**src/rtl/core/sitda_pkg.sv**
```systemverilog
`default_nettype none

package sitda_pkg;

  // Width of the input integer field and of the character code field.
  localparam int unsigned NUM_W  = 32;
  localparam int unsigned CHAR_W = 6;

  // Binary bits folded into the decimal register per conversion cycle.
  localparam int unsigned BITS_PER_STEP = 4;

  // Depth of the queue between the front end and the conversion engine.
  localparam int unsigned QDEPTH  = 2;
  localparam int unsigned QPTR_W  = $clog2(QDEPTH);
  localparam int unsigned QCNT_W  = $clog2(QDEPTH + 1);

  localparam logic [CHAR_W-1:0] ASCII_ZERO  = 6'd48;
  localparam logic [CHAR_W-1:0] ASCII_MINUS = 6'd45;

  typedef enum logic [2:0] {
    BS_IDLE,
    BS_CONV,
    BS_FIND,
    BS_SIGN,
    BS_DIGIT
  } back_state_e;

endpackage

`default_nettype wire

```
**src/rtl/core/signed_int_to_decimal_ascii_unit.sv**
```systemverilog
// Converts one signed integer per transaction into its decimal text, one ASCII character
// per result, most significant first, with a leading minus sign for negative values, no
// leading zeros and no terminator; the final character of each number carries last_char_o.
// A transaction is taken on a rising edge with start_i high and busy_o low. Each character
// is shown for exactly one cycle with char_valid_o high, and the receiver cannot stall it,
// so it must take every character as it appears. A two-entry queue sits between the input
// side and the conversion engine, so up to two numbers can be taken while one is still
// being printed; busy_o is high only while that queue is full. The engine takes a number
// from the queue, converts its magnitude to decimal in the shared four-bit-per-cycle
// conversion loop, locates the leading digit and then emits the characters in turn on
// the single output port. Nothing is carried from one number to the next.

`default_nettype none

module signed_int_to_decimal_ascii_unit #(
  parameter int unsigned VALUE_BITS = 32
) (
  input  logic                                clk_i,
  input  logic                                rst_ni,
  input  logic                                start_i,
  output logic                                busy_o,
  input  logic signed [sitda_pkg::NUM_W-1:0]  number_in_i,
  output logic                                char_valid_o,
  output logic        [sitda_pkg::CHAR_W-1:0] char_code_o,
  output logic                                last_char_o
);
  import sitda_pkg::*;

  // The magnitude is padded to whole four-bit steps of the conversion loop.
  localparam int unsigned MAG_W = ((VALUE_BITS + BITS_PER_STEP - 1) / BITS_PER_STEP)
                                  * BITS_PER_STEP;
  // Enough decimal digits to hold any MAG_W-bit value.
  localparam int unsigned NDIG  = (MAG_W * 3) / 10 + 1;

  logic             front_neg;
  logic [MAG_W-1:0] front_mag;
  logic             push;
  logic             q_full;
  logic             q_valid;
  logic             q_pop;
  logic [MAG_W:0]   q_data;

  // The front end takes the sign and forms the unsigned magnitude in the accepting cycle.
  sitda_front #(
    .VALUE_BITS (VALUE_BITS),
    .MAG_W      (MAG_W)
  ) u_front (
    .number_in_i (number_in_i),
    .neg_o       (front_neg),
    .mag_o       (front_mag)
  );

  assign push   = start_i && !q_full;
  assign busy_o = q_full;

  sitda_fifo #(
    .WIDTH (MAG_W + 1)
  ) u_fifo (
    .clk_i       (clk_i),
    .rst_ni      (rst_ni),
    .push_i      (push),
    .push_data_i ({front_neg, front_mag}),
    .full_o      (q_full),
    .pop_i       (q_pop),
    .valid_o     (q_valid),
    .pop_data_o  (q_data)
  );

  // The back end converts to decimal and streams the characters out.
  sitda_back #(
    .MAG_W (MAG_W),
    .NDIG  (NDIG)
  ) u_back (
    .clk_i         (clk_i),
    .rst_ni        (rst_ni),
    .entry_valid_i (q_valid),
    .entry_i       (q_data),
    .pop_o         (q_pop),
    .char_valid_o  (char_valid_o),
    .char_code_o   (char_code_o),
    .last_char_o   (last_char_o)
  );

endmodule

`default_nettype wire

```
**src/rtl/core/sitda_front.sv**
```systemverilog
`default_nettype none

module sitda_front #(
  parameter int unsigned VALUE_BITS = 32,
  parameter int unsigned MAG_W      = 32
) (
  input  logic signed [sitda_pkg::NUM_W-1:0] number_in_i,
  output logic                               neg_o,
  output logic        [MAG_W-1:0]            mag_o
);
  import sitda_pkg::*;

  logic [VALUE_BITS-1:0] raw;
  logic [VALUE_BITS-1:0] mag_vb;

  // Only the low VALUE_BITS bits take part; a wider setting sees the field zero-extended.
  assign raw    = VALUE_BITS'($unsigned(number_in_i));
  assign neg_o  = raw[VALUE_BITS-1];
  // The negation is taken as unsigned, so the most negative value keeps its full magnitude.
  assign mag_vb = neg_o ? (~raw + 1'b1) : raw;
  assign mag_o  = MAG_W'(mag_vb);

endmodule

`default_nettype wire

```
**src/rtl/core/sitda_fifo.sv**
```systemverilog
`default_nettype none

module sitda_fifo #(
  parameter int unsigned WIDTH = 33
) (
  input  logic             clk_i,
  input  logic             rst_ni,
  input  logic             push_i,
  input  logic [WIDTH-1:0] push_data_i,
  output logic             full_o,
  input  logic             pop_i,
  output logic             valid_o,
  output logic [WIDTH-1:0] pop_data_o
);
  import sitda_pkg::*;

  logic [WIDTH-1:0]  mem_q [QDEPTH];
  logic [QPTR_W-1:0] wr_ptr_q, wr_ptr_d;
  logic [QPTR_W-1:0] rd_ptr_q, rd_ptr_d;
  logic [QCNT_W-1:0] cnt_q, cnt_d;
  logic              do_push;
  logic              do_pop;

  assign full_o     = (cnt_q == QCNT_W'(QDEPTH));
  assign valid_o    = (cnt_q != '0);
  assign do_push    = push_i && !full_o;
  assign do_pop     = pop_i && valid_o;
  assign pop_data_o = mem_q[rd_ptr_q];

  always_comb begin
    wr_ptr_d = do_push ? wr_ptr_q + 1'b1 : wr_ptr_q;
    rd_ptr_d = do_pop ? rd_ptr_q + 1'b1 : rd_ptr_q;
    cnt_d    = cnt_q;
    if (do_push && !do_pop) begin
      cnt_d = cnt_q + 1'b1;
    end else if (do_pop && !do_push) begin
      cnt_d = cnt_q - 1'b1;
    end
  end

  always_ff @(posedge clk_i or negedge rst_ni) begin
    if (!rst_ni) begin
      wr_ptr_q <= '0;
      rd_ptr_q <= '0;
      cnt_q    <= '0;
    end else begin
      wr_ptr_q <= wr_ptr_d;
      rd_ptr_q <= rd_ptr_d;
      cnt_q    <= cnt_d;
    end
  end

  always_ff @(posedge clk_i) begin
    if (do_push) begin
      mem_q[wr_ptr_q] <= push_data_i;
    end
  end

endmodule

`default_nettype wire

```
**src/rtl/core/sitda_back.sv**
```systemverilog
`default_nettype none

module sitda_back #(
  parameter int unsigned MAG_W = 32,
  parameter int unsigned NDIG  = 10
) (
  input  logic                         clk_i,
  input  logic                         rst_ni,
  input  logic                         entry_valid_i,
  input  logic [MAG_W:0]               entry_i,
  output logic                         pop_o,
  output logic                         char_valid_o,
  output logic [sitda_pkg::CHAR_W-1:0] char_code_o,
  output logic                         last_char_o
);
  import sitda_pkg::*;

  localparam int unsigned STEPS  = MAG_W / BITS_PER_STEP;
  localparam int unsigned STEP_W = $clog2(STEPS);
  localparam int unsigned IDX_W  = $clog2(NDIG);
  localparam int unsigned BCD_W  = NDIG * 4;
  localparam int unsigned DD_W   = BCD_W + MAG_W;

  back_state_e        state_q, state_d;
  logic [STEP_W-1:0]  step_q, step_d;
  logic [IDX_W-1:0]   idx_q, idx_d;
  logic               neg_q, neg_d;
  logic [MAG_W-1:0]   bin_q, bin_d;
  logic [BCD_W-1:0]   bcd_q, bcd_d;
  logic [DD_W-1:0]    dd_next;
  logic [IDX_W-1:0]   lead;
  logic [3:0]         digit;

  // Shift-and-add-three, four binary bits per cycle; each pass adjusts all digits at once.
  always_comb begin
    logic [DD_W-1:0] acc;
    logic [3:0]      nib;
    acc = {bcd_q, bin_q};
    for (int s = 0; s < BITS_PER_STEP; s++) begin
      for (int j = 0; j < NDIG; j++) begin
        nib = acc[MAG_W + 4*j +: 4];
        if (nib >= 4'd5) begin
          nib = nib + 4'd3;
        end
        acc[MAG_W + 4*j +: 4] = nib;
      end
      acc = acc << 1;
    end
    dd_next = acc;
  end

  // Position of the most significant non-zero digit; zero leaves a single digit.
  always_comb begin
    lead = '0;
    for (int j = 0; j < NDIG; j++) begin
      if (bcd_q[4*j +: 4] != 4'd0) begin
        lead = IDX_W'(j);
      end
    end
  end

  assign digit = bcd_q[{idx_q, 2'b00} +: 4];

  always_comb begin
    state_d = state_q;
    step_d  = step_q;
    idx_d   = idx_q;
    neg_d   = neg_q;
    bin_d   = bin_q;
    bcd_d   = bcd_q;
    case (state_q)
      BS_IDLE: begin
        if (entry_valid_i) begin
          neg_d   = entry_i[MAG_W];
          bin_d   = entry_i[MAG_W-1:0];
          bcd_d   = '0;
          step_d  = '0;
          state_d = BS_CONV;
        end
      end
      BS_CONV: begin
        {bcd_d, bin_d} = dd_next;
        step_d = step_q + 1'b1;
        if (step_q == STEP_W'(STEPS - 1)) begin
          state_d = BS_FIND;
        end
      end
      BS_FIND: begin
        idx_d   = lead;
        state_d = neg_q ? BS_SIGN : BS_DIGIT;
      end
      BS_SIGN: begin
        state_d = BS_DIGIT;
      end
      BS_DIGIT: begin
        if (idx_q == '0) begin
          state_d = BS_IDLE;
        end else begin
          idx_d = idx_q - 1'b1;
        end
      end
      default: begin
        state_d = BS_IDLE;
      end
    endcase
  end

  always_comb begin
    pop_o        = 1'b0;
    char_valid_o = 1'b0;
    char_code_o  = ASCII_ZERO;
    last_char_o  = 1'b0;
    case (state_q)
      BS_IDLE: begin
        pop_o = entry_valid_i;
      end
      BS_SIGN: begin
        char_valid_o = 1'b1;
        char_code_o  = ASCII_MINUS;
      end
      BS_DIGIT: begin
        char_valid_o = 1'b1;
        char_code_o  = ASCII_ZERO + {2'b00, digit};
        last_char_o  = (idx_q == '0);
      end
      default: begin
        pop_o = 1'b0;
      end
    endcase
  end

  always_ff @(posedge clk_i or negedge rst_ni) begin
    if (!rst_ni) begin
      state_q <= BS_IDLE;
      step_q  <= '0;
      idx_q   <= '0;
    end else begin
      state_q <= state_d;
      step_q  <= step_d;
      idx_q   <= idx_d;
    end
  end

  always_ff @(posedge clk_i) begin
    neg_q <= neg_d;
    bin_q <= bin_d;
    bcd_q <= bcd_d;
  end

endmodule

`default_nettype wire
```
**config.mk**
```make
export PLATFORM = sky130hd
export DESIGN_NAME = signed_int_to_decimal_ascii_unit
export DESIGN_NICKNAME = d
export VERILOG_FILES = /design/src/rtl/core/sitda_pkg.sv /design/src/rtl/core/signed_int_to_decimal_ascii_unit.sv /design/src/rtl/core/sitda_front.sv /design/src/rtl/core/sitda_fifo.sv /design/src/rtl/core/sitda_back.sv
export SDC_FILE = /design/constraint.sdc
export NUM_CORES = 1
export LEC_CHECK = 0
export BUFFER_PORTS_ARGS = -buffer_cell sky130_fd_sc_hd__buf_2
export CORE_ASPECT_RATIO = 1.2
export CORE_MARGIN = 4
export CORE_UTILIZATION = 45
export DETAILED_ROUTE_END_ITERATION = 16
export GPL_TIMING_DRIVEN = 0
export HOLD_SLACK_MARGIN = 0.03
export PLACE_DENSITY = 0.6
export SLEW_MARGIN = 20
export SYNTH_ARGS = -nofsm -noshare
export SYNTH_HDL_FRONTEND = slang
export SYNTH_HIERARCHICAL = 1
export SYNTH_SLANG_ARGS = --single-unit
export TNS_END_PERCENT = 20
```
**constraint.sdc**
```tcl
create_clock -name clk_i -period 6.9 [get_ports clk_i]
set_input_delay 0 -clock clk_i [delete_from_list [all_inputs] [get_ports clk_i]]
set_output_delay 0 -clock clk_i [all_outputs]
set_load 0.01 [all_outputs]
```
==> metrics.md, run 1 <==
| Metric | Value |
|---|---|
| Seq cells post-synth | 153 |
| Clock sinks | 153 |
| Fraction of layout cells with a size suffix above 1 | 13.8% |
| DR iter-0 viols | 641 |
| Antenna Nets Post-Route | 0 |
| Reg2reg end | u_back/bcd_q[24]$_SDFFCE_PN0P_ |
| Most common library cell in the layout ignoring fill and taps | nand2_1 |
| RSZ-0062 raised after global routing | no |
| Worst skew pair latency | 0.43 ns |
| Row cnt | 66 |
| Max cap viols | 0 |
| Instance count of the mapped netlist | 1364 |
| Slowest CP cell | mux2i_1 |
| Post-route DRC | 0 |
| Final setup fails | 0 |
| Filler cell count | 2442 |
| Synth Flop Type | edfxtp_1 |
| Most frequent cells in the layout | 220 x nand2_1, 139 x edfxtp_1, 106 x nor2_1 |
| P&R area growth vs syn | 13.3% |
| Initial Util | 45.7% |
| Startpoint types | flop |
| TritonCTS buffer count | 17 |
| Crit path time final | 4.37 ns |
| Largest net degree at the start of global routing | 42 |
| Post-Syn Nets | 1437 |
| Min Hold Slack | 0.0377 ns |
| Actual slew at the worst max-slew pin | 0.803 ns |
| Sequential area share after synthesis | 36.5% |
| EDFF count, synth | 139 |
| CTS Buffer Depth | 2 |
| Half-perimeter wire length after placement | 22.7 mm |
| Req. time, crit path | 7.03 ns |
| Per-cell routed wire length | 16.6 um |
| Period utilization | 63.3% |
| Clock Pin Slew Worst Setup and Hold Paths | 0.07 ns |
| 1st-pass router iterations | 5 |
| Die width | 159 um |
| Crit path kind | flop to flop |
| Full die area | 0.0302 mm^2 |
| CTS tree | built |
| GRT Total Usage | 19.6% |
| Die Ht | 190 um |
| Initial antenna violation count | 0 |
| Slew Limit Fails | 0 |
| Crit Path Max Fanout | 9 |
| Setup TNS | 0 ns |
| Fin. Hold Viols | 0 |
| Slew HR | 46.0% |
| Crit-path cells | inv_1, ha_1, nand2b_1, a21oi_1, mux2i_1, a21oi_1, nor2_1, a31oi_1, ha_1, maj3_1, a221oi_1, mux2i_1, a211oi_1, or3b_1, a21oi_1 |
| Post-Route WL | 30.1 mm |
| Slowest stage delay, CP | 0.67 ns |
| H-tree lvl count | 4 |
| Vias in the first global route | 9966 |
| Worst r2r path cells | 15 |
| Buffer and inverter count on the worst path | 1 |
| Final Wtd Congestion | 0.860 |
| R2r setup slk | 2.53 ns |
| First-pass GRT wire length | 49.1 mm |
| IO buf count | 42 |
| Yosys warns | 6 |
| Vias/cell | 5.80 |
| Fmax | 229 MHz |
| Post-synth ARST share | 9.15% |
| Nets | 1535 |
| Crit-path leading delay family | compound AO/OA/AOI/OAI gates |
| Hold Path Class | input port to asynchronous set/reset pin |
| CORE AREA | 0.0271 mm^2 |
| Worst path arrival time | 4.50 ns |
| Synth Area per Inst | 9.08 um^2 |
| # IOs | 44 |
| Via count | 10534 |
| Unique masters post-synth | 105 |
| CP startpoint | u_back/bcd_q[20]$_SDFFCE_PN0P_ |
| Status | finished clean |
| Mapped Area | 0.0124 mm^2 |
| Total gr overflow | 0 |
| CTS root buffer | clkbuf_16 |
| Worst Setup End Kind | flop |
| Worst flop-to-flop path startpoint | u_back/bcd_q[20]$_SDFFCE_PN0P_ |
| Most frequent CP cell | a21oi_1 |
| Diodes inserted | 0 |
| Max Clock Skew | 0.0103 ns |
-- layout make-up --
class | instances | area [um^2] | area share (%)
buffer | 72 | 368 | 2.62
clock buffer | 17 | 425 | 3.03
clock inverter | 15 | 175 | 1.25
inverter | 40 | 153 | 1.09
multi-input combinational | 1099 | 7350 | 52.4
sequential | 153 | 4520 | 32.2
tap | 340 | 425 | 3.03
timing repair buffer | 79 | 611 | 4.35
-- kinds of logic after synthesis --
logic type	Yosys count	synth area share, %
AND/OR/NAND/NOR	545	21.3
AO/OA/AOI/OAI	382	21.6
flip-flops	153	36.5
buffers and inverters	112	4.18
multiplexers	82	8.81
adder cells (fa/ha/maj)	46	4.49
XOR/XNOR	43	3.04
other	1	0.0303
-- synth_stat cells, types with 5 or more instances --
cell      count  area share [%]
edfxtp_1    139              34
a211oi_1     18             1.1
buf_2        11            0.44
mux4_2        8             1.5
nor3b_1      10            0.61
nor3_1       35             1.4
nor2b_1      13            0.66
nand3b_1      6            0.36
a31oi_1      16            0.81
a311oi_1      8            0.57
and2_1       17            0.86
nand4_1       6            0.30
o21ai_1      27             1.1
o31ai_1      19             1.2
xnor2_1      39             2.8
o21a_1       17             1.0
mux2i_1      28             2.3
a21oi_1      77             3.1
mux2_4       30             3.6
or3_1        13            0.66
nand2b_1     31             1.6
a221oi_1     11            0.78
inv_1        36             1.1
nand3_1      37             1.5
o21ai_0      55             2.2
mux2_2       15             1.4
o21bai_1      5            0.30
clkbuf_1     43             1.3
buf_1         7            0.21
nor2_1      107             3.2
dfrtp_1      14             2.8
a22oi_1       8            0.49
o211ai_1     21             1.3
nor4_1        5            0.25
o22ai_1       5            0.25
or2_2         8            0.40
buf_4         5            0.30
ha_1         38             3.8
a21o_1       13            0.79
and3_1       10            0.51
nand2_1     220             6.7
maj3_1        8            0.65
-- metrics by stage --
| step | cell area (um^2) | utilization, % | cells | setup WS (ns) |
|---|---|---|---|---|
| floorplan | 12400 | - | 1364 | 3.13 |
| global placement | 13000 | 48.1 | 1746 | 2.63 |
| detailed placement | 13100 | 48.3 | 1749 | 2.61 |
| CTS | 14000 | 51.8 | 1815 | 2.56 |
| global route | 14000 | 51.8 | 1815 | 2.22 |
| finish | 14000 | 51.8 | 1815 | 2.53 |
-- worst max path at each step --
stage / endpoint / slack (ns) / depth (start not counted)
after floorplan: u_back/bcd_q[32]$_SDFFCE_PN0P_ / 3.13 / 15
after global placement: u_back/bcd_q[12]$_SDFFCE_PN0P_ / 2.63 / 14
after detailed placement: u_back/bcd_q[12]$_SDFFCE_PN0P_ / 2.61 / 14
after CTS: u_back/bcd_q[24]$_SDFFCE_PN0P_ / 2.56 / 15
after global routing: u_back/bcd_q[24]$_SDFFCE_PN0P_ / 2.22 / 15
final: u_back/bcd_q[24]$_SDFFCE_PN0P_ / 2.53 / 15
-- per-layer routing --
| metal | vias to the layer above | part of all wire, % | wire length [um] | GRT usage, % |
|---|---|---|---|---|
| met5 | - | 0 | 0 | 0 |
| met4 | 0 | 2.1 | 621 | 5.61 |
| li1 | 5308 | - | - | - |
| met2 | 242 | 52 | 15700 | 37.3 |
| met1 | 4938 | 43 | 13000 | 23.3 |
| met3 | 46 | 2.8 | 845 | 2.43 |
-- flip-flops by register name (all words and copies together) (netlist names) --
| register | flops |
|---|---|
| u_back/idx_q | 4 |
| u_back/state_q | 3 |
| u_back/neg_q | 1 |
| u_back/step_q | 3 |
| u_fifo/cnt_q | 2 |
| u_fifo/mem_q | 66 |
| u_back/bin_q | 32 |
| u_fifo/wr_ptr_q | 1 |
| u_fifo/rd_ptr_q | 1 |
| u_back/bcd_q | 40 |
-- repair_timing --
item / CTS / global route
hold endpoints to repair: 78 / 0
resized for setup: 0 / 0
buffers inserted: 0 / 0
hold buffers: 34 / 0
Power of run 1 is not shown: default switching activity piles up to over one toggle a cycle in this logic, so the estimate is an artifact.
==> inputs of run 2 (changes only) <==
ABC_AREA = 1   (was unset)
clock period = 4.5 ns   (was 6.9 ns; I/O delays follow)
==> metrics.md, run 2 <==
| Metric | Value |
|---|---|
| Worst path arrival time | 3.98 ns |
| Most common cell in the netlist | nand2_1 |
| Vias in the first global route | 9667 |
| Antenna Nets Post-Route | 0 |
| Setup TNS | 0 ns |
| Instance count of the mapped netlist | 1596 |
| Worst r2r path cells | 27 |
| # IOs | 44 |
| Post-route DRC | 0 |
| Post-synth top area share | 35.7% |
| Commonest cells in the netlist | 574 x nand2_1, 195 x inv_1, 139 x edfxtp_1 |
| Initial Util | 45.7% |
| Clock sinks | 153 |
| Largest Register | u_fifo/mem_q |
| Fraction of layout cells with a size suffix above 1 | 17.0% |
| Via count | 10028 |
| Full die area | 0.0286 mm^2 |
| CTS root buffer | clkbuf_16 |
| Actual slew at the worst max-slew pin | 1.05 ns |
| Ranking of synthesized cells by area | edfxtp_1 36%, nand2_1 18%, inv_1 6.3% |
| Largest area contributor in the netlist | edfxtp_1 |
| Total gr overflow | 0 |
| Slowest stage delay, CP | 0.44 ns |
| Final Wtd Congestion | 0.904 |
| Filler cell count | 2441 |
| Per-cell routed wire length | 13.2 um |
| Period utilization | 84.6% |
| Post-CTS setup buffer count | 0 |
| Slew HR | 30.2% |
| 1st-pass router iterations | 5 |
| Status | finished clean |
| Max FFs per register | 66 |
| Die Ht | 185 um |
| Resize count post-CTS | 0 |
| Hold Path Class | input port to asynchronous set/reset pin |
| Post-synth ARST share | 9.15% |
| Final setup fails | 0 |
| Post-Route WL | 26.8 mm |
| Area after DPL | 0.0124 mm^2 |
| Initial antenna violation count | 0 |
| Most common library cell in the layout ignoring fill and taps | nand2_1 |
| Die width | 155 um |
| Seq cells post-synth | 153 |
| EDFF count, synth | 139 |
| Slowest CP cell | edfxtp_1 |
| CTS Hold Bufs | 32 |
| DR iter-0 viols | 506 |
| Max cap viols | 0 |
| Fmax | 263 MHz |
| Clock Pin Slew Worst Setup and Hold Paths | 0.06 ns |
| Startpoint types | flop |
| GRT Total Usage | 19.5% |
| Most frequent cells in the layout | 574 x nand2_1, 194 x inv_1, 139 x edfxtp_1 |
| R2r setup slk | 0.69 ns |
| Worst Setup End Kind | flop |
| Synth Area per Inst | 7.32 um^2 |
| Design Area, Final | 0.0133 mm^2 |
| Vias/cell | 4.93 |
| Crit Path Max Fanout | 5 |
| Largest net degree at the start of global routing | 34 |
| Req. time, crit path | 4.67 ns |
| Synth Flop Type | edfxtp_1 |
| Row cnt | 64 |
| Most frequent CP cell | nand2_1 |
| Max Clock Skew | 0.00816 ns |
| IO buf count | 41 |
| Mapped Area | 0.0117 mm^2 |
| Sequential area share after synthesis | 38.7% |
| Worst skew pair latency | 0.42 ns |
| Nets | 1765 |
| Reg2reg end | u_back/bcd_q[38]$_SDFFCE_PN0P_ |
| CORE AREA | 0.0255 mm^2 |
| Crit path time final | 3.81 ns |
| RSZ-0062 raised after global routing | no |
| Yosys warns | 6 |
| Slew Limit Fails | 0 |
| Worst flop-to-flop path startpoint | u_back/bcd_q[32]$_SDFFCE_PN0P_ |
| Unique masters post-synth | 47 |
| Largest registers | u_fifo/mem_q x66, u_back/bcd_q x40, u_back/bin_q x32 |
| Fin. Hold Viols | 0 |
| CTS tree | built |
| Half-perimeter wire length after placement | 21.1 mm |
| Buffer and inverter count on the worst path | 5 |
| Crit-path leading delay family | simple AND/OR/NAND/NOR gates |
| H-tree lvl count | 4 |
| TritonCTS buffer count | 17 |
| Post-Syn Nets | 1669 |
| Crit path kind | flop to flop |
| First-pass GRT wire length | 45.5 mm |
| P&R area growth vs syn | 14.3% |
| Diodes inserted | 0 |
| CTS Buffer Depth | 2 |
-- run 2: metrics by stage --
stage / std cells / utilization, % / setup WS (ns) / hold WS, ns
after CTS: 2035 / 52.3 / 0.687 / 0.0347
after floorplan: 1596 / - / 1.18 / -0.296
after global routing: 2035 / 52.3 / 0.288 / 0.0505
final: 2035 / 52.3 / 0.693 / 0.0297
after detailed placement: 1971 / 48.6 / 0.707 / -0.0664
after global placement: 1967 / 48.2 / 0.265 / -0.0652
-- run 2: how the worst max path moves through the flow --
stage / start / endpoint / slack [ns] / depth (start not counted)
2_1_floorplan: u_back/bcd_q[32]$_SDFFCE_PN0P_ / u_back/bcd_q[37]$_SDFFCE_PN0P_ / 1.18 / 27
3_3_place_gp: u_back/state_q[2]$_DFFE_PN0P_ / u_back/step_q[1]$_DFFE_PN0P_ / 0.27 / 4
3_5_place_dp: u_back/bcd_q[32]$_SDFFCE_PN0P_ / u_back/bcd_q[38]$_SDFFCE_PN0P_ / 0.71 / 27
4_1_cts: u_back/bcd_q[32]$_SDFFCE_PN0P_ / u_back/bcd_q[38]$_SDFFCE_PN0P_ / 0.69 / 27
5_1_grt: u_back/bcd_q[32]$_SDFFCE_PN0P_ / u_back/bcd_q[38]$_SDFFCE_PN0P_ / 0.29 / 27
6_report: u_back/bcd_q[32]$_SDFFCE_PN0P_ / u_back/bcd_q[38]$_SDFFCE_PN0P_ / 0.69 / 27
-- run 2: cell families (layout without fill, tap and decap cells) --
logic type | Yosys count | count (layout) | synth area share [%]
and+or+nand+nor | 987 | 987 | 39.4
buffers and inverters | 251 | 360 | 8.76
DFF | 153 | 153 | 38.7
AOI/OAI and AO/OA | 146 | 146 | 7.53
adders and majority gates | 38 | 38 | 4.07
xor gates and xnor gates | 20 | 20 | 1.50
other | 1 | 1 | 0.0321
-- run 2: final cells by class --
type                       instances  area, um^2  share of cell area [%]
multi-input combinational       1192        6150                    46.1
clock inverter                    14         176                    1.32
tap                              330         413                    3.09
clock buffer                      18         429                    3.21
timing repair buffer              77         628                    4.71
sequential                       153        4520                    33.9
buffer                            29         188                    1.41
inverter                         222         836                    6.26
-- run 2: layer usage --
layer  part of all wire, %  GRT usage, %  wire length, um
met1                    43          22.6            11500
met2                    53          37.6            14200
met3                   2.7          2.56              717
met4                   1.7          4.91              454
met5                     0             0                0
Power of run 2 is left out for the same reason.
==> inputs of run 3 (changes only) <==
clock period = 3.8 ns   (was 4.5 ns; I/O delays follow)
==> metrics.md, run 3 (synthesized netlist as in run 2, its figures left out) <==
| Metric | Value |
|---|---|
| Status | finished clean |
| Antenna Nets Post-Route | 0 |
| Vias/cell | 4.92 |
| Largest registers | u_fifo/mem_q x66, u_back/bcd_q x40, u_back/bin_q x32 |
| Initial antenna violation count | 0 |
| WL met1 | 11.5 mm |
| Wire length on met2 | 14.3 mm |
| Max cap viols | 0 |
| IO buf count | 41 |
| Diodes inserted | 0 |
| Die Ht | 185 um |
| Largest Register | u_fifo/mem_q |
| Nets | 1770 |
| GRT Total Usage | 19.5% |
| Final Wtd Congestion | 0.904 |
| Crit path time final | 3.56 ns |
| Period utilization | 93.7% |
| CTS root buffer | clkbuf_16 |
| Metal3 WL | 696 um |
| CTS Buffer Depth | 2 |
| Area after DPL | 0.0124 mm^2 |
| Largest net degree at the start of global routing | 34 |
| CORE AREA | 0.0255 mm^2 |
| Max Clock Skew | 0.00812 ns |
| Setup TNS | 0 ns |
| TritonCTS buffer count | 17 |
| Post-Route WL | 26.9 mm |
| Hold Path Class | input port to asynchronous set/reset pin |
| Per-cell routed wire length | 13.2 um |
| Worst Setup End Kind | flop |
| Via count | 10045 |
| Actual slew at the worst max-slew pin | 0.977 ns |
| Startpoint types | flop |
| Crit path kind | flop to flop |
| Worst path arrival time | 3.73 ns |
| Crit Path Max Fanout | 4 |
| DR iter-0 viols | 553 |
| Max FFs per register | 66 |
| Post-route DRC | 0 |
| 1st-pass router iterations | 5 |
| Full die area | 0.0286 mm^2 |
| Row cnt | 64 |
| Initial Util | 45.7% |
| Slew Limit Fails | 0 |
| H-tree lvl count | 4 |
| Fin. Hold Viols | 0 |
| P&R area growth vs syn | 14.9% |
| Most common library cell in the layout ignoring fill and taps | nand2_1 |
| Min Hold Slack | 0.0306 ns |
| Finished Core Util | 52.5% |
| Total gr overflow | 0 |
| Vias in the first global route | 9674 |
| Half-perimeter wire length after placement | 21.1 mm |
| Req. time, crit path | 3.97 ns |
| Clock sinks | 153 |
| Die width | 155 um |
| CTS tree | built |
| Fmax | 281 MHz |
| Fraction of layout cells with a size suffix above 1 | 18.0% |
| Slew HR | 34.9% |
| First-pass GRT wire length | 45.5 mm |
| Top Metal Used | met4 |
| Design Area, Final | 0.0134 mm^2 |
| Filler cell count | 2442 |
| Clock Pin Slew Worst Setup and Hold Paths | 0.07 ns |
| Final setup fails | 0 |
| Most frequent cells in the layout | 567 x nand2_1, 192 x inv_1, 139 x edfxtp_1 |
| # IOs | 44 |
| Worst skew pair latency | 0.42 ns |
run 3: cell types whose count changed in the layout (fill, tap and decap cells not counted), sizes merged:
cell / delta
buf: +5
run 3: critical path: stages, from the launching register on:
cell      delay, ns
edfxtp_1       0.44
buf_4          0.17
ha_1           0.22
nand2_2        0.12
nand3_2        0.10
nand3_2        0.10
inv_1          0.06
ha_1           0.17
nand3b_1       0.16
nand2_2        0.08
nand2_2        0.08
nand2_2        0.07
and2_4         0.15
ha_1           0.14
inv_1          0.04
nand4_1        0.09
nand2_2        0.07
nand2_1        0.10
nand2_1        0.07
nand2_2        0.08
ha_1           0.17
inv_1          0.06
or2_2          0.27
nand3_2        0.10
nand3_1        0.08
nand2_1        0.06
nor2_1         0.05
run 3: per-layer routing:
metal / global-route usage (%) / vias up
li1: - / 5354
met1: 22.7 / 4521
met2: 37.6 / 144
met3: 2.56 / 26
met4: 4.91 / 0
met5: 0 / -
run 3: stage by stage:
stage,worst slack (ns),instances
finish,0.239,2040
global route,-0.0473,2040
CTS,0.0151,2036
detailed placement,0.00743,1971
global placement,-0.435,1967
floorplan,0.476,1596
run 3: worst paths after layout:
check / startpoint / endpoint / slack, ns / depth (start not counted)
max: u_back/bcd_q[32]$_SDFFCE_PN0P_ / u_back/bcd_q[38]$_SDFFCE_PN0P_ / 0.24 / 26
min: rst_ni / u_back/idx_q[3]$_DFFE_PN0P_ / 0.03 / 2
max reg2reg: u_back/bcd_q[32]$_SDFFCE_PN0P_ / u_back/bcd_q[38]$_SDFFCE_PN0P_ / 0.24 / 26
min reg2reg: u_fifo/cnt_q[1]$_DFFE_PN0P_ / u_fifo/cnt_q[1]$_DFFE_PN0P_ / 0.48 / 2
max in group asynchronous: rst_ni / u_fifo/rd_ptr_q$_DFFE_PN0P_ / 3.50 / 2
min in group clk_i: number_in_i[1] / u_fifo/mem_q[0][1]$_DFFE_PP_ / 0.05 / 3
run 3: timing repair:
| item | CTS | global route |
|---|---|---|
| resized for setup | 0 | 13 |
| pin swaps | 0 | 3 |
| setup endpoints to repair | 1 | 2 |
| hold buffers | 32 | 0 |
| cloned | 0 | 0 |
| endpoints found under the hold margin | 76 | 0 |
| setup buffers | 1 | 4 |
run 3: area by class of cell:
| class | instances | area (um^2) | area share (%) |
|---|---|---|---|
| Timing Repair Buffer | 82 | 666 | 4.96 |
| Clock inverter | 14 | 176 | 1.31 |
| Clock buffer | 18 | 429 | 3.20 |
| Inverter | 222 | 836 | 6.23 |
| Tap cell | 330 | 413 | 3.08 |
| Multi-Input combinational cell | 1192 | 6190 | 46.1 |
| Buffer | 29 | 188 | 1.40 |
| Sequential cell | 153 | 4520 | 33.7 |
Power of run 3 is left out for the same reason.
